--- config.mk ---
export PLATFORM = sky130hd
export DESIGN_NAME = polygon_area_per_floor
export DESIGN_NICKNAME = d
export VERILOG_FILES = /design/src/rtl/pafl_pkg.sv /design/src/rtl/polygon_area_per_floor.sv /design/src/rtl/pafl_ram.sv
export SDC_FILE = /design/constraint.sdc
export NUM_CORES = 2
export LEC_CHECK = 0
export ABC_AREA = 1
export BUFFER_PORTS_ARGS = -buffer_cell sky130_fd_sc_hd__buf_2
export CORE_MARGIN = 3
export CORE_UTILIZATION = 30
export DETAILED_ROUTE_END_ITERATION = 16
export MAX_ROUTING_LAYER = met4
export SLEW_MARGIN = 0
export SYNTH_ARGS = -nofsm -noshare
export SYNTH_HDL_FRONTEND = slang
export SYNTH_SLANG_ARGS = --single-unit
--- constraint.sdc ---
create_clock -name clk -period 17.5 [get_ports clk]
set_input_delay 1.75 -clock clk [delete_from_list [all_inputs] [get_ports clk]]
set_output_delay 1.75 -clock clk [all_outputs]
set_load 0.02 [all_outputs]
--- src/rtl/pafl_pkg.sv ---
// Shared constants, codes and state type for the per-floor polygon area block.
`default_nettype none

package pafl_pkg;

  // Sizing of the floor table and coordinates
  localparam int MAX_FLOORS = 16;
  localparam int COORD_BITS = 24;
  localparam int FLOOR_AW   = (MAX_FLOORS > 1) ? $clog2(MAX_FLOORS) : 1;

  // Fixed field widths
  localparam int FLOOR_W = 8;
  localparam int CNT_W   = 5;
  localparam int AREA_W  = 63;
  localparam int SUM_W   = 64;
  localparam int YSUM_W  = COORD_BITS + 1;
  localparam int TERM_W  = 2 * COORD_BITS + 2;

  // Saturation limits
  localparam logic [AREA_W-1:0]     AREA_MAX = {AREA_W{1'b1}};
  localparam logic signed [SUM_W:0] SUM_MAX  = {2'b00, {(SUM_W-1){1'b1}}};
  localparam logic signed [SUM_W:0] SUM_MIN  = -SUM_MAX;

  // Reset value of the floor count register
  localparam logic [CNT_W-1:0] FLOOR_COUNT_RST = CNT_W'(16);

  // Input operation codes
  localparam logic OP_VERTEX   = 1'b0;
  localparam logic OP_END_PASS = 1'b1;

  // Result kinds
  localparam logic KIND_AREA  = 1'b0;
  localparam logic KIND_TOTAL = 1'b1;

  // Sequencer states
  typedef enum logic [3:0] {
    ST_IDLE,
    ST_MUL,
    ST_ACC,
    ST_CLOSE,
    ST_FETCH,
    ST_UPDATE,
    ST_EMIT,
    ST_RPT_RD,
    ST_RPT_EMIT
  } pafl_state_t;

endpackage

`default_nettype wire

--- src/rtl/polygon_area_per_floor.sv ---
// Top level: shoelace polygon area with saturating per-floor totals.
//
// Usage:
//   Input channel (in_*): one beat per vertex, or one end-of-pass beat
//   (in_operation = end of pass). Vertices are signed Q15.8; the floor is
//   taken from a polygon's first vertex; in_last_vertex closes the polygon.
//   Result channel (out_*): one area beat per closed polygon, and one total
//   beat per kept floor on end of pass, last_result set on the final one.
//   Config: cfg_wr_en/cfg_wr_data write floor_count; write only when idle.
// Sequencing:
//   A first vertex that is not last only opens the polygon; any other
//   non-closing vertex passes operand setup, multiply and saturating accumulate.
//   A closing vertex runs its edge terms through the one shared multiplier,
//   then a read-modify-write of the floor total RAM; its area beat is then
//   loaded into the output register. End of pass reads one kept floor at a
//   time through the single RAM read port and emits its total beat.
// Reset and stall:
//   Reset clears all floor totals at once through per-floor valid bits.
//   The result is held in an output register; a stalled receiver only
//   blocks the sequencer once a second result is ready to load.
`default_nettype none

module polygon_area_per_floor
  import pafl_pkg::*;
(
  input  wire logic                         clk,
  input  wire logic                         rst_n,
  // Input channel
  input  wire logic                         in_valid,
  output logic                              in_stall,
  input  wire logic                         in_operation,
  input  wire logic signed [COORD_BITS-1:0] in_vertex_x,
  input  wire logic signed [COORD_BITS-1:0] in_vertex_y,
  input  wire logic        [FLOOR_W-1:0]    in_floor_number,
  input  wire logic                         in_last_vertex,
  // Result channel
  output logic                              out_valid,
  input  wire logic                         out_stall,
  output logic                              out_result_kind,
  output logic             [FLOOR_W-1:0]    out_floor_id,
  output logic             [AREA_W-1:0]     out_area_value,
  output logic                              out_counted,
  output logic                              out_last_result,
  // Configuration
  input  wire logic                         cfg_wr_en,
  input  wire logic        [CNT_W-1:0]      cfg_wr_data
);

  pafl_state_t state_r, state_nxt;

  // Control state
  logic                  in_poly_r;
  logic                  close_r;
  logic                  final_r;
  logic [MAX_FLOORS-1:0] valid_r;
  logic [FLOOR_AW-1:0]   rpt_idx_r;
  logic [CNT_W-1:0]      floor_count_r;
  logic                  out_valid_r;

  // Datapath registers
  logic signed [COORD_BITS-1:0] first_x_r, first_y_r, prev_x_r, prev_y_r;
  logic        [FLOOR_W-1:0]    poly_floor_r;
  logic signed [YSUM_W-1:0]     ysum_r, xdif_r;
  logic signed [TERM_W-1:0]     term_r;
  logic signed [SUM_W-1:0]      sum_r;
  logic        [AREA_W-1:0]     mag_r;
  logic                         rd_valid_r;

  // Output payload registers
  logic                out_kind_r;
  logic [FLOOR_W-1:0]  out_floor_r;
  logic [AREA_W-1:0]   out_area_r;
  logic                out_counted_r;
  logic                out_last_r;

  // Combinational controls
  logic                in_acc;
  logic                out_free;
  logic                out_load;
  logic                ram_rd_en;
  logic                ram_wr_en;
  logic [FLOOR_AW-1:0] ram_rd_addr;
  logic [AREA_W-1:0]   ram_rd_data;

  // Combinational datapath
  logic        [FLOOR_W-1:0]  kept_c;
  logic                       counted_c;
  logic                       rpt_last_c;
  logic                       kept_zero_c;
  logic signed [TERM_W-1:0]   prod_c;
  logic signed [SUM_W:0]      acc_wide_c;
  logic signed [SUM_W-1:0]    sum_nxt;
  logic        [AREA_W-1:0]   mag_nxt;
  logic        [AREA_W-1:0]   tot_eff_c;
  logic        [AREA_W:0]     tot_wide_c;
  logic        [AREA_W-1:0]   tot_nxt;

  // Floors kept: floor_count capped at the table size
  assign kept_c = (FLOOR_W'(floor_count_r) > FLOOR_W'(MAX_FLOORS)) ?
                  FLOOR_W'(MAX_FLOORS) : FLOOR_W'(floor_count_r);
  assign kept_zero_c = (kept_c == '0);
  assign counted_c   = (poly_floor_r < kept_c);
  assign rpt_last_c  = ((FLOOR_W'(rpt_idx_r) + FLOOR_W'(1)) == kept_c);

  // Edge term and saturating accumulate
  assign prod_c     = ysum_r * xdif_r;
  assign acc_wide_c = (SUM_W+1)'(sum_r) + (SUM_W+1)'(term_r);
  always_comb begin
    if (acc_wide_c > SUM_MAX) begin
      sum_nxt = SUM_MAX[SUM_W-1:0];
    end else if (acc_wide_c < SUM_MIN) begin
      sum_nxt = SUM_MIN[SUM_W-1:0];
    end else begin
      sum_nxt = acc_wide_c[SUM_W-1:0];
    end
  end

  // Magnitude of the closed sum, fits 63 bits after saturation
  assign mag_nxt = sum_r[SUM_W-1] ? AREA_W'(-sum_r) : sum_r[AREA_W-1:0];

  // Floor total update, unwritten entries read as zero
  assign tot_eff_c  = rd_valid_r ? ram_rd_data : '0;
  assign tot_wide_c = {1'b0, tot_eff_c} + {1'b0, mag_r};
  assign tot_nxt    = tot_wide_c[AREA_W] ? AREA_MAX : tot_wide_c[AREA_W-1:0];

  // Handshake
  assign in_acc   = in_valid && !in_stall;
  assign out_free = !out_valid_r || !out_stall;

  // Next state
  always_comb begin
    state_nxt = state_r;
    unique case (state_r)
      ST_IDLE: begin
        if (in_acc) begin
          if (in_operation == OP_END_PASS) begin
            state_nxt = kept_zero_c ? ST_IDLE : ST_RPT_RD;
          end else if (!in_poly_r) begin
            state_nxt = in_last_vertex ? ST_CLOSE : ST_IDLE;
          end else begin
            state_nxt = ST_MUL;
          end
        end
      end
      ST_MUL:    state_nxt = ST_ACC;
      ST_ACC: begin
        if (close_r) begin
          state_nxt = ST_CLOSE;
        end else if (final_r) begin
          state_nxt = ST_FETCH;
        end else begin
          state_nxt = ST_IDLE;
        end
      end
      ST_CLOSE:  state_nxt = ST_MUL;
      ST_FETCH:  state_nxt = ST_UPDATE;
      ST_UPDATE: state_nxt = ST_EMIT;
      ST_EMIT:   state_nxt = out_free ? ST_IDLE : ST_EMIT;
      ST_RPT_RD: state_nxt = ST_RPT_EMIT;
      ST_RPT_EMIT: begin
        if (out_free) begin
          state_nxt = rpt_last_c ? ST_IDLE : ST_RPT_RD;
        end
      end
      default:   state_nxt = ST_IDLE;
    endcase
  end

  // State outputs
  always_comb begin
    in_stall    = 1'b1;
    ram_rd_en   = 1'b0;
    ram_rd_addr = rpt_idx_r;
    ram_wr_en   = 1'b0;
    out_load    = 1'b0;
    unique case (state_r)
      ST_IDLE:     in_stall = 1'b0;
      ST_FETCH: begin
        ram_rd_en   = 1'b1;
        ram_rd_addr = poly_floor_r[FLOOR_AW-1:0];
      end
      ST_UPDATE:   ram_wr_en = counted_c;
      ST_EMIT:     out_load  = out_free;
      ST_RPT_RD:   ram_rd_en = 1'b1;
      ST_RPT_EMIT: out_load  = out_free;
      default: ;
    endcase
  end

  // Control registers
  always_ff @(posedge clk) begin
    if (!rst_n) begin
      state_r       <= ST_IDLE;
      in_poly_r     <= 1'b0;
      close_r       <= 1'b0;
      final_r       <= 1'b0;
      valid_r       <= '0;
      rpt_idx_r     <= '0;
      floor_count_r <= FLOOR_COUNT_RST;
      out_valid_r   <= 1'b0;
    end else begin
      state_r <= state_nxt;
      if (cfg_wr_en) begin
        floor_count_r <= cfg_wr_data;
      end
      // Open a polygon or mark a pending closing edge
      if (in_acc && in_operation == OP_VERTEX) begin
        if (!in_poly_r) begin
          in_poly_r <= 1'b1;
        end else begin
          close_r <= in_last_vertex;
        end
      end
      // Start of an end-of-pass report
      if (in_acc && in_operation == OP_END_PASS) begin
        rpt_idx_r <= '0;
        if (kept_zero_c) begin
          valid_r <= '0;
        end
      end
      if (state_r == ST_CLOSE) begin
        close_r <= 1'b0;
        final_r <= 1'b1;
      end
      if (state_r == ST_FETCH) begin
        final_r   <= 1'b0;
        in_poly_r <= 1'b0;
      end
      if (ram_wr_en) begin
        valid_r[poly_floor_r[FLOOR_AW-1:0]] <= 1'b1;
      end
      // Advance the report, clear totals after its last beat
      if (state_r == ST_RPT_EMIT && out_load) begin
        if (rpt_last_c) begin
          valid_r <= '0;
        end else begin
          rpt_idx_r <= rpt_idx_r + FLOOR_AW'(1);
        end
      end
      // Output register valid
      if (out_load) begin
        out_valid_r <= 1'b1;
      end else if (!out_stall) begin
        out_valid_r <= 1'b0;
      end
    end
  end

  // Datapath registers
  always_ff @(posedge clk) begin
    if (in_acc && in_operation == OP_VERTEX) begin
      prev_x_r <= in_vertex_x;
      prev_y_r <= in_vertex_y;
      ysum_r   <= YSUM_W'(prev_y_r) + YSUM_W'(in_vertex_y);
      xdif_r   <= YSUM_W'(in_vertex_x) - YSUM_W'(prev_x_r);
      if (!in_poly_r) begin
        first_x_r    <= in_vertex_x;
        first_y_r    <= in_vertex_y;
        poly_floor_r <= in_floor_number;
        sum_r        <= '0;
      end
    end
    // Closing edge back to the first vertex
    if (state_r == ST_CLOSE) begin
      ysum_r <= YSUM_W'(prev_y_r) + YSUM_W'(first_y_r);
      xdif_r <= YSUM_W'(first_x_r) - YSUM_W'(prev_x_r);
    end
    if (state_r == ST_MUL) begin
      term_r <= prod_c;
    end
    if (state_r == ST_ACC) begin
      sum_r <= sum_nxt;
    end
    if (state_r == ST_FETCH) begin
      mag_r <= mag_nxt;
    end
    if (ram_rd_en) begin
      rd_valid_r <= valid_r[ram_rd_addr];
    end
  end

  // Output payload
  always_ff @(posedge clk) begin
    if (out_load) begin
      if (state_r == ST_RPT_EMIT) begin
        out_kind_r    <= KIND_TOTAL;
        out_floor_r   <= FLOOR_W'(rpt_idx_r);
        out_area_r    <= tot_eff_c;
        out_counted_r <= 1'b0;
        out_last_r    <= rpt_last_c;
      end else begin
        out_kind_r    <= KIND_AREA;
        out_floor_r   <= poly_floor_r;
        out_area_r    <= mag_r;
        out_counted_r <= counted_c;
        out_last_r    <= 1'b0;
      end
    end
  end

  // Floor totals
  pafl_ram #(
    .WIDTH (AREA_W),
    .DEPTH (MAX_FLOORS)
  ) u_totals (
    .clk     (clk),
    .wr_en   (ram_wr_en),
    .wr_addr (poly_floor_r[FLOOR_AW-1:0]),
    .wr_data (tot_nxt),
    .rd_en   (ram_rd_en),
    .rd_addr (ram_rd_addr),
    .rd_data (ram_rd_data)
  );

  assign out_valid       = out_valid_r;
  assign out_result_kind = out_kind_r;
  assign out_floor_id    = out_floor_r;
  assign out_area_value  = out_area_r;
  assign out_counted     = out_counted_r;
  assign out_last_result = out_last_r;

endmodule

`default_nettype wire

--- src/rtl/pafl_ram.sv ---
// Generic single-write, single-read synchronous RAM with registered read data.
`default_nettype none

module pafl_ram #(
  parameter int  WIDTH = 63,
  parameter int  DEPTH = 16,
  localparam int AW    = (DEPTH > 1) ? $clog2(DEPTH) : 1
) (
  input  wire logic             clk,
  input  wire logic             wr_en,
  input  wire logic [AW-1:0]    wr_addr,
  input  wire logic [WIDTH-1:0] wr_data,
  input  wire logic             rd_en,
  input  wire logic [AW-1:0]    rd_addr,
  output logic      [WIDTH-1:0] rd_data
);

  logic [WIDTH-1:0] mem [DEPTH];

  // Write port
  always_ff @(posedge clk) begin
    if (wr_en) begin
      mem[wr_addr] <= wr_data;
    end
  end

  // Registered read port
  always_ff @(posedge clk) begin
    if (rd_en) begin
      rd_data <= mem[rd_addr];
    end
  end

endmodule

`default_nettype wire

Yosys cells after proc, flatten, opt, wreduce, memory -nomap -nowiden:

Memory sizes are Yosys's and may differ from the RTL's. A register that Yosys moved wholly into a read port is not among the register bits.
Cells that the tools add are included.

* register bits: 439
* memory bits (writable): 1008
* word-level logic and storage cells: 129
* memories: 1

* $add $sub $neg: 9
* multiply operators: 1
* magnitude comparators: 7
* equality and inequality tests: 13
* muxes and demuxes: 49
* bitwise gates (word level): 4
* reductions and logical operators: 20

Memories
* u_totals.mem: depth 16, width 63, rd ports 1, clocked after memory_dff 1, wr ports 1, line pafl_ram.sv:18 `logic [WIDTH-1:0] mem [DEPTH];`

Operators with widths (number)
* $mux W64: 5
* $mux W63: 4
* $mux W25: 4
* $mux W16: 6
* $add A64 B50 Y65: 1
* $gt A65 B64 Y1 const B: 1
* $lt A65 B64 Y1 const B: 1
* $add A63 B63 Y64: 1
* $neg A63 Y63: 1
* $add A24 B24 Y25: 2
* $mul A25 B25 Y50: 1
* $sub A24 B24 Y25: 2
* $pmux W4 S9: 1
* $mux W4: 7
* $mux W3: 6
* $eq A4 B3 Y1 const B: 4
* $or A16 B16 Y16: 1
* $mux W1: 11
* $lt A4 B5 Y1 const B: 2
* $eq A4 B2 Y1 const B: 2
* $logic_not A8 Y1: 1
* $lt A8 B5 Y1: 1
* $reduce_and A2 Y1: 4
* $reduce_or A2 Y1: 4
* 19 further kinds: 30

Longest topological paths before layout:

* depth after elaboration: 10
* depth in mapped cells: 31
* gate-level depth less buffers: 29

Modules after synthesis:

From an unflattened synthesis, not the netlist that was laid out.

* cell total of the unflattened synthesis: 11091
* area total of the unflattened synthesis: 99020.0 um^2

By module, submodules not included
* polygon_area_per_floor: instances 1, cells an instance 6948, area an instance 54008.0 um^2, sequential area each 12852.3 um^2
* pafl_ram: instances 1, cells an instance 4143, area an instance 45011.9 um^2, sequential area each 32160.8 um^2

Least setup slack after synthesis:

OpenSTA, ideal clock, no wires.

* path type: input to register
* from: in in_valid
* to: reg sum_r[0] (enable)
* arrival time: 8.945 ns
* data required time: 16.925 ns
* setup slack: 7.980 ns
* stages on the path: 4
* buffers on the path: 0
* cells stage by stage: nand2_1 nor2_1 inv_1 o21ai_0

* longest elaborated chain between the ends: 4

RTL lines
* start: declaration: line polygon_area_per_floor.sv:29 `input wire logic in_valid,`
* $logic_and A1 B1 Y1: line polygon_area_per_floor.sv:127 `assign in_acc = in_valid && !in_stall;`
* $logic_and A1 B1 Y1: line polygon_area_per_floor.sv:251 `if (in_acc && in_operation == OP_VERTEX) begin`
* $reduce_bool A2 Y1 (no line)
* $reduce_and A2 Y1 (no line)
* end signal: assignment: line polygon_area_per_floor.sv:272 `sum_r <= sum_nxt;`
* end: declaration: line polygon_area_per_floor.sv:65 `logic signed [SUM_W-1:0] sum_r;`

No other way between the ends.
A chain may end at the register's enable or synchronous reset.

Final worst setup path:

* from: reg ysum_r[12]
* to: reg term_r[43], data pin

* longest elaborated chain between the ends: 1

RTL lines
* start: declaration: line polygon_area_per_floor.sv:63 `logic signed [YSUM_W-1:0] ysum_r, xdif_r;`
* start signal: assignment: line polygon_area_per_floor.sv:254 `ysum_r <= YSUM_W'(prev_y_r) + YSUM_W'(in_vertex_y);`
* start signal: assignment: line polygon_area_per_floor.sv:265 `ysum_r <= YSUM_W'(prev_y_r) + YSUM_W'(first_y_r);`
* $mul A25 B25 Y50: line polygon_area_per_floor.sv:106 `assign prod_c = ysum_r * xdif_r;`
* via prod_c[43]: line polygon_area_per_floor.sv:90 `logic signed [TERM_W-1:0] prod_c;`
* end signal: assignment: line polygon_area_per_floor.sv:269 `term_r <= prod_c;`
* end: declaration: line polygon_area_per_floor.sv:64 `logic signed [TERM_W-1:0] term_r;`

The timed path passes the listed nets, and every way through them passes these cells.

==> results by group <==
Clock tree
  • Root Driver: clkbuf_16
  • CTS tree: built
  • Clk_lat worst skew: 0.85 ns
  • # resized after CTS: 0
  • Hold_buf cts: 0
  • CTS Buf Count: 165
  • Clk pin slew, worst setup/hold paths: 0.06 ns
  • Clock tree buffer depth: 4
  • H-tree levels: 4
  • Clock sinks: 1510
  • Post-CTS setup buffers: 0

Floorplan
  • Initial core utilization: 0.302
  • Die X: 567 µm
  • Std-Cell Rows: 205
  • Core ar.: 0.312 mm²
  • Full die area: 0.321 mm²
  • I/O pins: 144
  • Die Y: 567 µm

Min path
  • End of the worst hold path: final_r
  • Hold Path Stages: 2
  • Hold Path Class: register to register
  • Hold Path Origin: final_r

Synth
  • Warning count from the yosys run: 0
  • Post-synthesis register bit count: 1510
  • Post-synthesis cell area: 0.0943 mm²
  • Post-Syn Area per Cell: 9.80 µm²
  • Net Count, Synth: 10.7k
  • EDFF count, synth: 1477
  • Synthesized instance count: 9627
  • Top_reg_cell synth: edfxtp_1
  • Async S/R FF share, synth: 0
  • Post-synth cell types: 61
  • Post-synthesis sequential area ratio: 0.477
  • Post-synth top area share: 0.470
  • Largest cells by area after synthesis: edfxtp_1 (47%), fa_1 (14%), nand2_1 (7.5%)
  • Cell taking the most area after synthesis: edfxtp_1

STA
  • Minimum clock period: 7.62 ns
  • Clock skew: 0.113 ns
  • Setup_tns: 0 ns
  • Finish-stage setup viols: 0
  • Max Clock Freq: 131 MHz
  • Final cycle utilization of the critical path: 0.435
  • Final Hold Viols: 0
  • RSZ-0062 raised after global routing: false
  • Worst-Margin Slew: 1.26 ns
  • Max Slew Vio Count: 0
  • Relative slew slack: 0.162

Worst setup path
  • Setup Crit Path Kind: register to register
  • Setup crit start: ysum_r[12]
  • Critical Path Start Type: register
  • CP max FO: 25
  • Worst endpoint required time: 18.04 ns
  • Reg2Reg Depth: 25
  • R2R setup slack: 9.88 ns
  • R2R Path Start: ysum_r[12]
  • R2r endpoint: term_r[43]
  • Worst Path Arrival: 8.16 ns
  • Critical path endpoint category: register

Finish
  • Area Growth Syn to Fin: 10.9%
  • Fraction of layout cells with a size suffix above 1: 0.0570
  • Total Nets Final: 10.7k

Routing
  • 1st-iter DRT viols: 5679
  • Routed WL per cell: 19.3 µm
  • ANT nets after route: 0
  • DRT Pass-1 Iters: 6
  • Post-Route WL: 268 mm
  • Via density: 4.81
  • Vias: 66.8k
  • DRC viols: 0

Run status
  • Status: complete, no violations

Global route
  • Initial antenna violation count: 10
  • Overflow after GRT: 0
  • Global-route wire length before repair: 407 mm
  • Pin count of the biggest net entering global routing: 202
  • Total GRT Usage: 0.168
  • Vias in the first global route: 66.4k

Placement
  • Placer Congestion: 0.947
  • HPWL after detailed placement: 184 mm
  • # port buffers: 143

Flow run
  • Max-cap violations: 0
==> kinds of logic after synthesis <==
logic type / count (synthesis) / share of synthesized area
DFF: 1510 / 0.477
muxes: 1 / 0.000106
AOI/OAI and AO/OA: 1581 / 0.0982
xor gates and xnor gates: 235 / 0.0218
and+or+nand+nor: 3183 / 0.134
buffers and inverters: 2133 / 0.0857
adders and majority gates: 984 / 0.183
==> sequential cells by signal, indices dropped and copies added (netlist names), 25 cells and up <==
name,cells
mag_r,63
out_area_value,63
sum_r,64
term_r,50
u_totals.mem,1008
u_totals.rd_data,63
xdif_r,25
ysum_r,25
==> synthesized netlist by cell type, types with 4 or more instances <==
cell      instances
nor3_1           46
buf_6             6
nand3_1         206
and2_1            4
dfxtp_1          33
fa_1            662
or2_2            13
nor4_1           20
inv_2            12
o21a_1           13
a21boi_0          8
o21ai_1          53
o21bai_1         21
o221ai_1        198
a31o_2            4
a31oi_1          52
xor2_1          129
nand3b_1         14
a21o_1           10
a211oi_1          4
o21ai_2           6
inv_1          1694
ha_1            322
o22ai_1          63
edfxtp_1       1477
o21ai_0         676
buf_2            20
and3_1            5
a21oi_1         372
xnor2_1         106
nor2_1          933
o31ai_1           6
nor2_2            8
buf_1             6
o211ai_1         73
clkbuf_1        391
nand2_1        1878
nor3_2            4
nand4_1          43
==> cell type report <==
class                   count  area, µm²
diodes                      6       15.0
inverters                1708       6430
multi-input cells        5984      41500
repair buffers            244       1510
well taps                4140       5180
clock buffers             193       4260
clock inverters            92        743
fillers                 31800     208000
flip-flops and latches   1510      45000
==> metrics by stage <==
step	worst slack (ns)	instance area, µm²	cells	utilization	hold WS (ns)
2_1_floorplan	7.98	94300	9627	-	0.431
3_3_place_gp	10.00	99600	13600	0.319	0.448
3_5_place_dp	9.88	99600	13600	0.319	0.450
4_1_cts	9.90	105000	13900	0.335	0.460
5_1_grt	9.38	105000	13900	0.335	0.489
6_report	9.88	105000	13900	0.335	0.458
==> critical path, stage by stage (launching register included) <==
cell,delay (ns)
edfxtp_1,1.18
nand2_1,0.18
fa_1,0.56
inv_1,0.05
fa_1,0.47
inv_1,0.05
fa_1,0.44
fa_1,0.54
inv_1,0.06
fa_1,0.49
fa_1,0.49
inv_1,0.05
fa_1,0.47
inv_1,0.04
ha_1,0.36
a21oi_1,0.26
o21ai_0,0.12
a21oi_1,0.14
nand2_1,0.07
a31oi_1,0.30
o21ai_0,0.23
nand2_1,0.11
nand2_1,0.14
a21oi_1,0.28
o21ai_0,0.15
xor2_1,0.16
==> cells in the final DEF (no fill, tap or decap), types with 52 or more instances in the layout <==
| cell type | count |
|---|---|
| edfxtp_1 | 1477 |
| buf_2 | 143 |
| ha_1 | 322 |
| fa_1 | 662 |
| inv_1 | 1691 |
| o221ai_1 | 198 |
| a21oi_1 | 371 |
| buf_4 | 98 |
| o21ai_1 | 52 |
| nand2_1 | 1875 |
| clkbuf_16 | 166 |
| o22ai_1 | 63 |
| nor2_1 | 913 |
| a31oi_1 | 52 |
| xnor2_1 | 106 |
| nand3_1 | 206 |
| o211ai_1 | 73 |
| xor2_1 | 129 |
| o21ai_0 | 673 |
==> routing by layer <==
metal	vias up	GRT usage	share of wire
met5	-	-	0
met4	0	0.0544	0.036
met3	402	0.0221	0.059
met2	2080	0.278	0.48
met1	32900	0.215	0.43
li1	31400	-	-
==> worst max path at each step <==
stage,to,slack [ns]
3_5_place_dp,term_r[49],9.88
6_report,term_r[43],9.88
2_1_floorplan,sum_r[0],7.98
5_1_grt,term_r[49],9.38
4_1_cts,term_r[43],9.90
3_3_place_gp,term_r[49],10.00
Power is left out: the tool's default activity adds up to more than one toggle a clock period on the data nets, which glitch-free logic cannot reach.
